==> config.mk <==
export PLATFORM = sky130hd
export DESIGN_NAME = rdam_sqrt
export DESIGN_NICKNAME = d
export VERILOG_FILES = /design/src/rtl/radial_distance_alpha_mask_defines.svh /design/src/rtl/rdam_pkg.sv /design/src/rtl/rdam_sqrt.sv
export SDC_FILE = /design/constraint.sdc
export NUM_CORES = 2
export LEC_CHECK = 0
export ABC_CLOCK_PERIOD_IN_PS = 7100
export BUFFER_PORTS_ARGS = -buffer_cell sky130_fd_sc_hd__buf_2
export CORE_MARGIN = 1
export CORE_UTILIZATION = 57
export DETAILED_ROUTE_END_ITERATION = 10
export PLACE_DENSITY_LB_ADDON = 0.2
export SLEW_MARGIN = 10
export SYNTH_ARGS = -nofsm -noshare
export SYNTH_HDL_FRONTEND = slang
export SYNTH_SLANG_ARGS = --single-unit
==> constraint.sdc <==
create_clock -name i_clk -period 7.1 [get_ports i_clk]
set_clock_uncertainty 0.05 [all_clocks]
set_input_delay 1.065 -clock i_clk [delete_from_list [all_inputs] [get_ports i_clk]]
set_output_delay 1.065 -clock i_clk [all_outputs]
set_load 0.01 [all_outputs]
==> src/rtl/radial_distance_alpha_mask_defines.svh <==
// Assertion macros for the radial distance alpha mask.
`ifndef RADIAL_DISTANCE_ALPHA_MASK_DEFINES_SVH
`define RADIAL_DISTANCE_ALPHA_MASK_DEFINES_SVH
// Asserts that a consequent follows an antecedent on the same edge.
`define RDAM_ASSERT_IMPL(label, clk, rst_n, ante, cons) \
    label: assert property (@(posedge clk) disable iff (!rst_n) (ante) |-> (cons)) \
        else $error("assertion failed");
// Asserts that a consequent follows an antecedent on the next edge.
`define RDAM_ASSERT_NEXT(label, clk, rst_n, ante, cons) \
    label: assert property (@(posedge clk) disable iff (!rst_n) (ante) |=> (cons)) \
        else $error("assertion failed");
`endif

==> src/rtl/rdam_pkg.sv <==
// ----------------------------------------------------------------------------
// rdam_pkg
// Shared constants and types of the radial distance alpha mask.
// ----------------------------------------------------------------------------
`default_nettype none
package rdam_pkg;
    localparam int MAX_RADIUS = 1023;
    localparam int RAD_W = 10;
    localparam int COORD_W = 10;
    localparam int Q_W = 16;
    localparam int SQ_W = 21;           // x*x + y*y
    localparam int RAD_IN_W = 52;       // radicand = sum << 30, even width
    localparam int ROOT_W = 26;
    localparam int DIV_NUM_W = 32;      // divider dividend / quotient width
    localparam int DIV_DEN_W = 16;      // divider divisor width
    localparam int DIV_SB_W = 1 + 2 + Q_W;
    localparam logic [Q_W-1:0] ONE_Q15 = 16'd32768;

    localparam logic [2:0] CFG_RADIUS = 3'd0;
    localparam logic [2:0] CFG_INVERT = 3'd1;
    localparam logic [2:0] CFG_SMOOTH = 3'd2;
    localparam logic [2:0] CFG_ELOW   = 3'd3;
    localparam logic [2:0] CFG_EHIGH  = 3'd4;

    typedef struct packed {
        logic [RAD_W-1:0] radius;
        logic             invert;
        logic             smooth;
        logic [Q_W-1:0]   edge_low;
        logic [Q_W-1:0]   edge_high;
    } t_cfg;
endpackage
`default_nettype wire

==> src/rtl/rdam_sqrt.sv <==
// ----------------------------------------------------------------------------
// rdam_sqrt
// Pipelined integer square root of (x*x + y*y) << 30, one root bit a stage.
// ----------------------------------------------------------------------------
`default_nettype none
module rdam_sqrt (
    input  wire logic                          i_clk,
    input  wire logic                          i_rst_n,
    input  wire logic                          i_en,
    input  wire logic                          i_valid,
    input  wire logic [rdam_pkg::COORD_W-1:0]  i_px,
    input  wire logic [rdam_pkg::COORD_W-1:0]  i_py,
    output logic                               o_valid,
    output logic [rdam_pkg::ROOT_W-1:0]        o_root
);
    import rdam_pkg::*;
    localparam int NST = ROOT_W;
    localparam int RW = ROOT_W + 2;

    logic [SQ_W-1:0] r_sum;
    logic            r_sv;
    logic [NST:0]    r_v;
    logic [RAD_IN_W-1:0] r_n   [NST+1];
    logic [RW-1:0]       r_rem [NST+1];
    logic [ROOT_W-1:0]   r_q   [NST+1];

    always_ff @(posedge i_clk) begin
        if (!i_rst_n) begin
            r_sv <= 1'b0;
            r_v  <= '0;
        end else if (i_en) begin
            r_sv <= i_valid;
            r_v  <= {r_v[NST-1:0], r_sv};
        end
    end

    always_ff @(posedge i_clk) begin
        if (i_en) begin
            r_sum <= SQ_W'(i_px * i_px) + SQ_W'(i_py * i_py);
            r_n[0] <= RAD_IN_W'({r_sum, 30'd0});
            r_rem[0] <= '0;
            r_q[0] <= '0;
        end
    end

    for (genvar g = 0; g < NST; g++) begin : g_st
        logic [RW-1:0] w_trial, w_cur;
        logic [ROOT_W-1:0] w_q;
        always_comb begin
            w_cur = {r_rem[g][RW-3:0], r_n[g][RAD_IN_W-1 -: 2]};
            w_trial = RW'({r_q[g], 2'b01});
            w_q = {r_q[g][ROOT_W-2:0], 1'b0};
        end
        always_ff @(posedge i_clk) begin
            if (i_en) begin
                r_n[g+1] <= {r_n[g][RAD_IN_W-3:0], 2'b00};
                if (w_cur >= w_trial) begin
                    r_rem[g+1] <= w_cur - w_trial;
                    r_q[g+1] <= w_q | ROOT_W'(1);
                end else begin
                    r_rem[g+1] <= w_cur;
                    r_q[g+1] <= w_q;
                end
            end
        end
    end

    assign o_valid = r_v[NST];
    assign o_root = r_q[NST];
endmodule
`default_nettype wire

==> impl_summary.txt <==
----------------------------------------------------
[Floorplanning]
  Horizontal extent of the die ... 336 um
  Num rows ... 122
  Die height ... roughly 340 um
  Area of the placeable core ... 0.111 mm2
  Total I/O pin count ... 51
  Effective utilization at floorplan ... between 50% and 60%
  Die area ... 0.113 mm2

[Drt]
  Routed vias/inst ... 5.57
  Avg WL per Cell ... around 17 um
  Detailed-routing iteration count for the pre-antenna-repair pass ... 6
  Via count ... roughly 40,000
  Number of DRC violations after detailed routing ... 0
  Number of antenna-violating nets in the routed design ... 0
  Initial DRC count ... roughly 2,900
  Total wirelength of the detailed-routed design ... roughly 120 mm

[Timing]
  Setup ws final ... between 0.7 and 0.8 ns
  Worst slew margin relative to its limit ... around 28%
  Maximum operating frequency ... roughly 160 MHz
  Portion of the clock cycle consumed by the worst path in the final layout ... approximately 90%
  Minimum clock period after layout ... 6.38 ns
  Setup Total Neg Slack ... 0 ns
  Number of failing setup endpoints in the final timing report ... 0
  Unrepaired setup endpoints after global routing ... false
  Transition time of the tightest slew-check pin ... ~1.1 ns
  Final Max Tran Viols ... 0
  Final hold vios ... 0

[Finish]
  Area of the multi-input gates ... 0.0271 mm2
  Most frequent cells in the layout ... edfxtp_1 (1,099), inv_1 (620), ha_1 (435)
  Final-stage net count ... 6,154
  Share of layout cells above drive strength 1 ... 7.60%
  Antenna diode count ... 0
  Fill cell count ... 8,722
  Storage element area ... around 0.034 mm2
  Layout Utilization ... 62.8%
  Commonest non-fill, non-tap cell in the layout ... edfxtp_1
  Post-Layout Inst Area ... slightly below 0.07 mm2
  Syn-to-layout area delta ... 9.42%

[Worst setup path]
  Startpoint type of the worst setup path ... input port
  Family with the most delay on the worst path ... adder cells
  Critical Path Sink Type ... register
  Category of the critical setup timing path ... input port to register
  Cell-by-cell listing of the critical path ... buf_2 -> buf_12 -> nand2_1 -> fa_1 -> inv_1 -> fa_1 -> inv_1 -> fa_1 -> inv_1 -> fa_1 -> fa_1 -> fa_1 -> fa_1 -> ha_1 -> or2_2 -> o31ai_1 -> a211o_1 -> a31oi_1 -> or3_1 -> a31oi_1 -> o21bai_1 -> xor2_1
  Critical-path maximum fanout ... 6
  Worst r2r src ... r_rem[1][140]$_SDFFCE_PP0P_
  Peak per-stage delay on the critical path ... around 0.57 ns
  Critical path required time ... between 7 and 8 ns
  Slowest stage cell on the critical path ... fa_1
  Critical Path Start ... i_px[3]
  Crit path buf inv count ... 5
  Arrival time of data at the critical path endpoint ... about 6.8 ns
  Worst R2R Path Depth ... 9
  CP dominant cell by count ... fa_1
  Total stage count of the critical path ... 22

[Global route]
  Initial antenna violation count ... 1
  Via count of the first global-routing pass ... between 30,000 and 40,000
  Pin count of the biggest net entering global routing ... between 100 and 150
  Total congestion overflow after global routing ... 0
  Global-route wire length before repair ... 195 mm
  Global Route Usage Sum ... about a fifth

[Status]
  Status ... completed

[Worst hold path]
  Hold_sp ... r_n[0][93]$_DFFE_PP_
  Cell depth of the worst hold path ... 0
  Worst min-delay path category ... register to register

[Clock tree]
  Worst skew pair latency ... 0.70 ns
  Clock Pin Slew Worst Setup and Hold Paths ... about 0.06 ns
  Resized Gates After CTS ... 0
  CTS H-Tree Depth ... 3
  Clock sink count ... between 1,000 and 1,500
  Total CTS buffers ... about 120
  Clk root buf ... clkbuf_16
  CTS tree ... built
  Number of post-CTS setup repair buffers ... 0
  Clock tree buffer depth ... 3
  Hold Buf Count CTS ... 0

[Run]
  # Max-Cap Violations ... 0

[Synth]
  Most common flop cell mapped by yosys ... edfxtp_1
  Nets in the synthesized netlist ... 6,051
  Average instance area after synthesis ... 11.6 um2
  Sequential share of the synthesized area ... a little over half
  Number of instances in the synthesized netlist ... 5,449
  Number of enable flip-flop cells after synthesis ... between 1,000 and 1,500
  Post-synthesis cell area ... between 0.06 and 0.07 mm2
  Share of cell area taken by muxes after synthesis ... a little under 2%
  Synthesized-area fraction occupied by xor and xnor cells ... under 10%
  Number of warning messages in the yosys log ... 0
  Adder and majority cell fraction of the synthesized area ... 13.1%
  Distinct cell type count after synthesis ... between 90 and 100
  Main combinational cell family by area after synthesis ... adder cells
  Async set or reset register ratio after synthesis ... 0%
  Simple-gate share of the synthesized area ... approximately 11%
  Post-synthesis sequential element count ... 1,128
  Area fraction in compound gates after synthesis ... slightly below 10%

[Placed design]
  Number of buffer cells added on primary ports ... 50
  Post-DP HPWL ... about 87 mm
  Placed inst area ... about 0.066 mm2
  RD Place Congestion ... just under 0.9
  Pre-CTS WS ... -0.0123 ns

[Pwr]
  Overall power after layout ... about 0.024 W
  Static leakage power ... approximately 28 nW
  Max VDD drop ... 449 uV
  Pwr per Cell Area ... between 300 and 400 mW/mm2

----------------------------------------------------
[routing by layer]
layer / vias to the layer above / part of all wire [%] / global-route usage (%)
li1: 19645 / - / -
met1: 19180 / 45 / 29.2
met2: 745 / 48 / 35.9
met3: 184 / 4.1 / 2.93
met4: 0 / 2.1 / 5.62
met5: - / 0 / 0
[area by class of cell]
class	count	area share (%)
clock inverter	64	0.890
tap	1488	2.68
inverter	620	3.35
sequential	1128	48.4
timing repair buffer	113	1.13
clock buffer	149	4.58
multi-input combinational	3573	39.0
[cell usage after synthesis, types with 14 or more instances]
cell type  number  area share [%]
mux2i_1        36            0.57
nand3_1        69            0.54
nor2b_1        72            0.71
clkbuf_1      107            0.63
edfxtp_1     1099              52
or2_2          31            0.31
o31ai_1        15            0.18
o211ai_1       21            0.25
o21a_1         72            0.85
nor4b_1        15            0.21
nand3b_1       14            0.17
a21boi_0       20            0.24
nor2_1        332             2.0
o21bai_1       41            0.48
a21o_1        112             1.3
fa_1          143             4.5
and3_1         28            0.28
or4_1          30            0.35
ha_1          435             8.6
inv_1         620             3.7
nor4_1         69            0.68
xor2_1        231             3.2
dfxtp_1        29            0.91
a31oi_1        26            0.26
mux2_2         75             1.3
nand2b_1       61            0.60
nor3_1        118            0.93
a21oi_1       291             2.3
nand4_1        37            0.36
xnor2_1       255             3.5
and2_1         68            0.67
o21ai_0       254             2.0
a211oi_1       31            0.37
nand2_1       358             2.1
or3_1          51            0.50
[final timing paths]
path / to / slack (ns)
max: r_sum[17]$_DFFE_PP_ / 0.72
max reg2reg: r_rem[1][186]$_DFFE_PP_ / 2.70
min reg2reg: r_n[0][145]$_DFFE_PP_ / 0.36
min: r_n[0][145]$_DFFE_PP_ / 0.36
[where the power goes]
part / switching [W] / internal (W)
logic: 0.00450 / 0.00373
registers: 0.000604 / 0.00887
clock network: 0.00250 / 0.00354
[registers in the layout, indices dropped and copies added (netlist names)]
register  cells
r_rem       597
r_sv          1
r_sum        21
r_n         131
r_q         351
r_v          27
[logic make-up after synthesis]
family,after synthesis
mux,114
compound gates,992
fa+ha+maj,578
buf+inv,748
simple gates,1403
xor+xnor,486
flops,1128
[through the flow]
stage / std cells / hold WS, ns
2_1_floorplan: 5449 / 0.350
3_3_place_gp: 6922 / 0.353
4_1_cts: 7135 / 0.364
3_5_place_dp: 6922 / 0.355
5_1_grt: 7135 / 0.370
6_report: 7135 / 0.361
Note: power is estimated with default switching activity, not from simulation.
