$ cat config.mk
export PLATFORM = sky130hd
export DESIGN_NAME = rdam_div
export DESIGN_NICKNAME = d
export VERILOG_FILES = /design/src/rtl/radial_distance_alpha_mask_defines.svh /design/src/rtl/rdam_pkg.sv /design/src/rtl/rdam_div.sv
export SDC_FILE = /design/constraint.sdc
export NUM_CORES = 2
export LEC_CHECK = 0
export CORE_UTILIZATION = 45
export CTS_CLUSTER_DIAMETER = 100
export DETAILED_ROUTE_END_ITERATION = 10
export DONT_BUFFER_PORTS = 1
export SYNTH_ARGS = -nofsm -noshare
export SYNTH_HDL_FRONTEND = slang
export SYNTH_SLANG_ARGS = --single-unit
$ cat constraint.sdc
create_clock -name i_clk -period 3.39 [get_ports i_clk]
set_input_delay 0.1695 -clock i_clk [delete_from_list [all_inputs] [get_ports i_clk]]
set_output_delay 0.1695 -clock i_clk [all_outputs]
set_load 0.02 [all_outputs]
$ cat src/rtl/radial_distance_alpha_mask_defines.svh
// Assertion macros for the radial distance alpha mask.
`ifndef RADIAL_DISTANCE_ALPHA_MASK_DEFINES_SVH
`define RADIAL_DISTANCE_ALPHA_MASK_DEFINES_SVH
// Asserts that a consequent follows an antecedent on the same edge.
`define RDAM_ASSERT_IMPL(label, clk, rst_n, ante, cons) \
    label: assert property (@(posedge clk) disable iff (!rst_n) (ante) |-> (cons)) \
        else $error("assertion failed");
// Asserts that a consequent follows an antecedent on the next edge.
`define RDAM_ASSERT_NEXT(label, clk, rst_n, ante, cons) \
    label: assert property (@(posedge clk) disable iff (!rst_n) (ante) |=> (cons)) \
        else $error("assertion failed");
`endif

$ cat src/rtl/rdam_pkg.sv
// ----------------------------------------------------------------------------
// rdam_pkg
// Shared constants and types of the radial distance alpha mask.
// ----------------------------------------------------------------------------
`default_nettype none
package rdam_pkg;
    localparam int MAX_RADIUS = 1023;
    localparam int RAD_W = 10;
    localparam int COORD_W = 10;
    localparam int Q_W = 16;
    localparam int SQ_W = 21;           // x*x + y*y
    localparam int RAD_IN_W = 52;       // radicand = sum << 30, even width
    localparam int ROOT_W = 26;
    localparam int DIV_NUM_W = 32;      // divider dividend / quotient width
    localparam int DIV_DEN_W = 16;      // divider divisor width
    localparam int DIV_SB_W = 1 + 2 + Q_W;
    localparam logic [Q_W-1:0] ONE_Q15 = 16'd32768;

    localparam logic [2:0] CFG_RADIUS = 3'd0;
    localparam logic [2:0] CFG_INVERT = 3'd1;
    localparam logic [2:0] CFG_SMOOTH = 3'd2;
    localparam logic [2:0] CFG_ELOW   = 3'd3;
    localparam logic [2:0] CFG_EHIGH  = 3'd4;

    typedef struct packed {
        logic [RAD_W-1:0] radius;
        logic             invert;
        logic             smooth;
        logic [Q_W-1:0]   edge_low;
        logic [Q_W-1:0]   edge_high;
    } t_cfg;
endpackage
`default_nettype wire

$ cat src/rtl/rdam_div.sv
// ----------------------------------------------------------------------------
// rdam_div
// Pipelined restoring divider, one quotient bit a stage, with a sideband.
// ----------------------------------------------------------------------------
`default_nettype none
module rdam_div (
    input  wire logic                            i_clk,
    input  wire logic                            i_rst_n,
    input  wire logic                            i_en,
    input  wire logic                            i_valid,
    input  wire logic [rdam_pkg::DIV_NUM_W-1:0]  i_num,
    input  wire logic [rdam_pkg::DIV_DEN_W-1:0]  i_den,
    input  wire logic [rdam_pkg::DIV_SB_W-1:0]   i_sb,
    output logic                                 o_valid,
    output logic [rdam_pkg::DIV_NUM_W-1:0]       o_quo,
    output logic [rdam_pkg::DIV_SB_W-1:0]        o_sb
);
    import rdam_pkg::*;
    localparam int RW = DIV_DEN_W + 1;
    logic [DIV_NUM_W:0]   r_v;
    logic [DIV_NUM_W-1:0] r_n  [DIV_NUM_W+1];
    logic [RW-1:0]        r_r  [DIV_NUM_W+1];
    logic [DIV_DEN_W-1:0] r_d  [DIV_NUM_W+1];
    logic [DIV_SB_W-1:0]  r_s  [DIV_NUM_W+1];

    always_ff @(posedge i_clk) begin
        if (!i_rst_n) r_v <= '0;
        else if (i_en) r_v <= {r_v[DIV_NUM_W-1:0], i_valid};
    end
    always_ff @(posedge i_clk) begin
        if (i_en) begin
            r_n[0] <= i_num;
            r_r[0] <= '0;
            r_d[0] <= i_den;
            r_s[0] <= i_sb;
        end
    end
    for (genvar g = 0; g < DIV_NUM_W; g++) begin : g_st
        logic [RW:0] w_c;
        assign w_c = {r_r[g], r_n[g][DIV_NUM_W-1]};
        always_ff @(posedge i_clk) begin
            if (i_en) begin
                r_d[g+1] <= r_d[g];
                r_s[g+1] <= r_s[g];
                if (w_c >= {1'b0, 1'b0, r_d[g]}) begin
                    r_r[g+1] <= RW'(w_c - {2'b00, r_d[g]});
                    r_n[g+1] <= {r_n[g][DIV_NUM_W-2:0], 1'b1};
                end else begin
                    r_r[g+1] <= RW'(w_c);
                    r_n[g+1] <= {r_n[g][DIV_NUM_W-2:0], 1'b0};
                end
            end
        end
    end
    assign o_valid = r_v[DIV_NUM_W];
    assign o_quo = r_n[DIV_NUM_W];
    assign o_sb = r_s[DIV_NUM_W];
endmodule
`default_nettype wire

==> metrics.md <==
| Metric | Value |
|---|---|
| Outcome | finished, final reports clean |
| Xor and xnor area share after synthesis | 2.75% |
| Height of the chip | 504 um |
| Reported max-cap violation count | 0 |
| Max incr delay on CP | 0.50 ns |
| PwrDens | 797 mW/mm^2 |
| Synthesis-to-finish area growth | 15.4% |
| Initial antenna violation count | 7 |
| Total negative setup slack | 0 ns |
| Overall global routing resource usage | 16.0% |
| Final standard cell utilization of the core | 52.4% |
| Floorplan die width | 504 um |
| Pre-CTS setup slack | -4.38 ns |
| Routed wirelength normalized by instance count | 17.7 um |
| Static Leak | 48.6 nW |
| CTS root buffer | sky130_fd_sc_hd__clkbuf_16 |
| Transition time at the pin with the least slew margin | 1.21 ns |
| Number of enable-type register cells in the synthesized netlist | 2721 |
| Number of clock sinks | 2755 |
| Share of synthesized registers carrying an async set or reset | 0% |
| Final weighted congestion in routability-driven placement | 0.877 |
| First-pass detailed-route iteration total | 6 |
| Area of all placed cells without fillers | 0.131 sq mm |
| Avg Vias per Cell | 5.17 |
| Summed instance area of the synthesized netlist | 0.113 sq mm |
| Shortest period the worst path allows | 3.30 ns |
| Crit path setup slack, layout | 0.0909 ns |
| Clock-pin slew on the worst setup and hold paths | 0.06 ns |
| Complex-gate fraction of the synthesized area | 8.42% |
| Setup Skew | 0.0646 ns |
| Syn_nets | 8155 |
| Final count of pins violating max slew | 0 |
| Avg Inst Size Synth | 15.0 sq um |
| Clock buffer count from CTS | 310 |
| Clock tree from TritonCTS | done |
| Arrival time reported for the critical path endpoint | 3.91 ns |
| Storage cell area | 0.0824 sq mm |
| Number of synthesized register bits | 2755 |
| Number of rows in the core area | 183 |
| Critical-path maximum fanout | 13 |
| Residual antenna-violating net count after detailed routing | 0 |
| Total Power Consumption | 104 mW |
| Number of port buffers | 0 |
| Top achievable clock speed | 303 MHz |
| DRC viols | 0 |
| Adder and majority gate portion of the synthesized area | 6.02% |
| Layout cell share with drive strength beyond 1 | 9.53% |
| Required arrival time at the worst endpoint | 4.00 ns |
| Aggregate global routing overflow | 0 |
| Final Instance Count excl. Fillers | 11600 |
| Max Root-Sink Buffers | 4 |
| Slowest cell on the critical path | sky130_fd_sc_hd__edfxtp_1 |
| # nets final | 8682 |
| Endpoint kind of the worst setup timing path | flip-flop |
| Number of instances in the placed design | 10900 |
| Drt initial violations | 4550 |
| Share of synthesized area spent on multiplexers | 1.15% |
| Cell breakdown of the critical path | inv_1, ha_2, fa_2, nor2b_4, o31a_1, o21a_1, a311o_2, a2111oi_4, buf_4, o31ai_4, buf_12, mux2_2 |
| Kind of start point of the critical path | flip-flop |
| Footprint of the multi-input gates | 0.0282 sq mm |
| Pin count of the biggest net entering global routing | 237 |
| Critical path class | reg -> reg |
| Yosys Warn Count | 0 |
| Die area | 0.254 sq mm |
| Worst hold path type | in -> reg |
| Insertion delay of the later-clocked pin in the worst-skew pair | 0.93 ns |
| Dpl cell area | 0.119 sq mm |
| Worst-case hold slack | 0.0628 ns |
| Number of unique standard cell types used by synthesis | 90 |
| Main combinational cell family by area after synthesis | compound AO/OA/AOI/OAI gates |
| Vias | 60200 |
| Area inside the core boundary | 0.250 sq mm |
| Vias in the first global route | 59000 |
| Sequential-to-total area share from yosys stat | 72.6% |
| Total of fill cells in the finished design | 20500 |
| Initial core utilization | 45.5% |
| Simple-Gate Fraction of Synth Area | 6.32% |
| Number of setup violations in the final report | 0 |
| DP Wirelength | 131000 um |
| Synthesized netlist cell count | 7556 |
| Period utilisation layout | 97.3% |
| Number of top-level design ports | 123 |
| Headroom to the max-slew limit | 19.2% |
| H-tree levels | 5 |
| Global-route wire length before repair | 324000 um |
| Final Hold Vio Count | 0 |
| Routed Wire Length | 206000 um |
| Primary flip-flop cell chosen by synthesis mapping | sky130_fd_sc_hd__edfxtp_1 |
| Worst ir drop on vdd | 505 uV |
power by group:
part | internal, mW | leakage, nW | switching [mW]
combinational | 11.8 | 17.2 | 14.7
clock | 18.5 | 4.63 | 12.8
sequential | 44.0 | 26.8 | 2.71
Yosys cell counts, drive strengths merged (18+ instances only):
cell type	n	area (sq um)
a211oi	32	250
a21boi	32	240
a21o	141	1060
a21oi	364	1860
a31oi	48	315
and2	46	288
buf	23	128
clkbuf	117	459
dfxtp	34	681
edfxtp	2721	81700
fa	30	601
ha	498	6230
inv	663	2490
mux2	73	830
mux2i	48	480
nand2	503	1890
nand2b	89	557
nand3	56	280
nand4	103	644
nor2	357	1340
nor2b	105	664
nor3	103	515
nor4	20	125
nor4b	21	184
o211ai	19	143
o21a	57	428
o21ai	476	2390
o21bai	50	375
o311ai	33	289
o31a	34	298
o31ai	65	515
o41ai	18	180
xnor2	152	1330
xor2	204	1790
final timing paths:
path / from / cells after the start / end / slack [ns]
max: r_n[24][31] / 12 / r_r[25][7] / 0.09
min: i_en / 2 / r_r[4][3] / 0.06
max reg2reg: r_n[24][31] / 12 / r_r[25][7] / 0.09
min reg2reg: r_n[9][27] / 0 / r_n[10][28] / 0.38
sequential cells by signal, indices dropped and copies added (netlist names):
signal  flops
r_n      1056
r_r       527
r_v        33
r_s       627
r_d       512
cell usage in the layout, fill, tap and decap left out, types with 47 or more instances in the layout:
cell type	n
sky130_fd_sc_hd__a21o_1	141
sky130_fd_sc_hd__a21oi_1	355
sky130_fd_sc_hd__a31oi_1	47
sky130_fd_sc_hd__buf_4	141
sky130_fd_sc_hd__clkbuf_1	59
sky130_fd_sc_hd__clkbuf_16	314
sky130_fd_sc_hd__clkinv_1	54
sky130_fd_sc_hd__clkinv_2	59
sky130_fd_sc_hd__dlygate4sd3_1	148
sky130_fd_sc_hd__edfxtp_1	2721
sky130_fd_sc_hd__ha_1	494
sky130_fd_sc_hd__inv_1	663
sky130_fd_sc_hd__mux2_2	71
sky130_fd_sc_hd__mux2i_1	48
sky130_fd_sc_hd__nand2_1	503
sky130_fd_sc_hd__nand2b_1	88
sky130_fd_sc_hd__nand3_1	56
sky130_fd_sc_hd__nand4_1	103
sky130_fd_sc_hd__nor2_1	357
sky130_fd_sc_hd__nor2b_1	101
sky130_fd_sc_hd__nor3_1	103
sky130_fd_sc_hd__o21a_1	57
sky130_fd_sc_hd__o21ai_0	464
sky130_fd_sc_hd__o21bai_1	50
sky130_fd_sc_hd__o31ai_1	63
sky130_fd_sc_hd__xnor2_1	152
sky130_fd_sc_hd__xor2_1	204
logic make-up (layout without fill, tap and decap cells):
| family | count (synthesis) | count (layout) |
|---|---|---|
| flops | 2755 | 2755 |
| compound gates | 1498 | 1499 |
| simple gates | 1495 | 1495 |
| buf+inv | 803 | 1549 |
| fa+ha+maj | 528 | 528 |
| xor+xnor | 356 | 356 |
| mux | 121 | 121 |
| other cells | 0 | 3 |
cell type report:
cell class | count | area share, %
clock inverters | 157 | 1.03
well taps | 3330 | 3.18
repair buffers | 354 | 3.20
diodes | 3 | 0.00574
flip-flops and latches | 2755 | 62.9
inverters | 663 | 1.90
multi-input cells | 3999 | 21.6
clock buffers | 375 | 6.19
layer usage:
layer / part of all wire, % / vias to the layer above / global-route usage (%)
li1: - / 29300 / -
met1: 47 / 29200 / 22.3
met2: 46 / 1237 / 25.5
met3: 3.9 / 424 / 2.29
met4: 3.2 / 0 / 5.61
met5: 0 / - / 0
repair_timing:
action	in CTS	in global routing
resized for setup	5	41
hold endpoints to repair	423	0
setup buffers	1	11
pin swaps	2	13
hold buffers	156	0
endpoints found under the setup margin	1576	134
cloned	18	2
worst max-delay path: cells and delay by family (launching register included):
| family | cells | cell delay (ns) |
|---|---|---|
| AND/OR/NAND/NOR | 1 | 0.05 |
| buffers and inverters | 3 | 0.46 |
| multiplexers | 1 | 0.27 |
| AO/OA/AOI/OAI | 5 | 1.29 |
| adder cells (fa/ha/maj) | 2 | 0.46 |
| flip-flops | 1 | 0.50 |
Power figures use the tool's default switching activity.
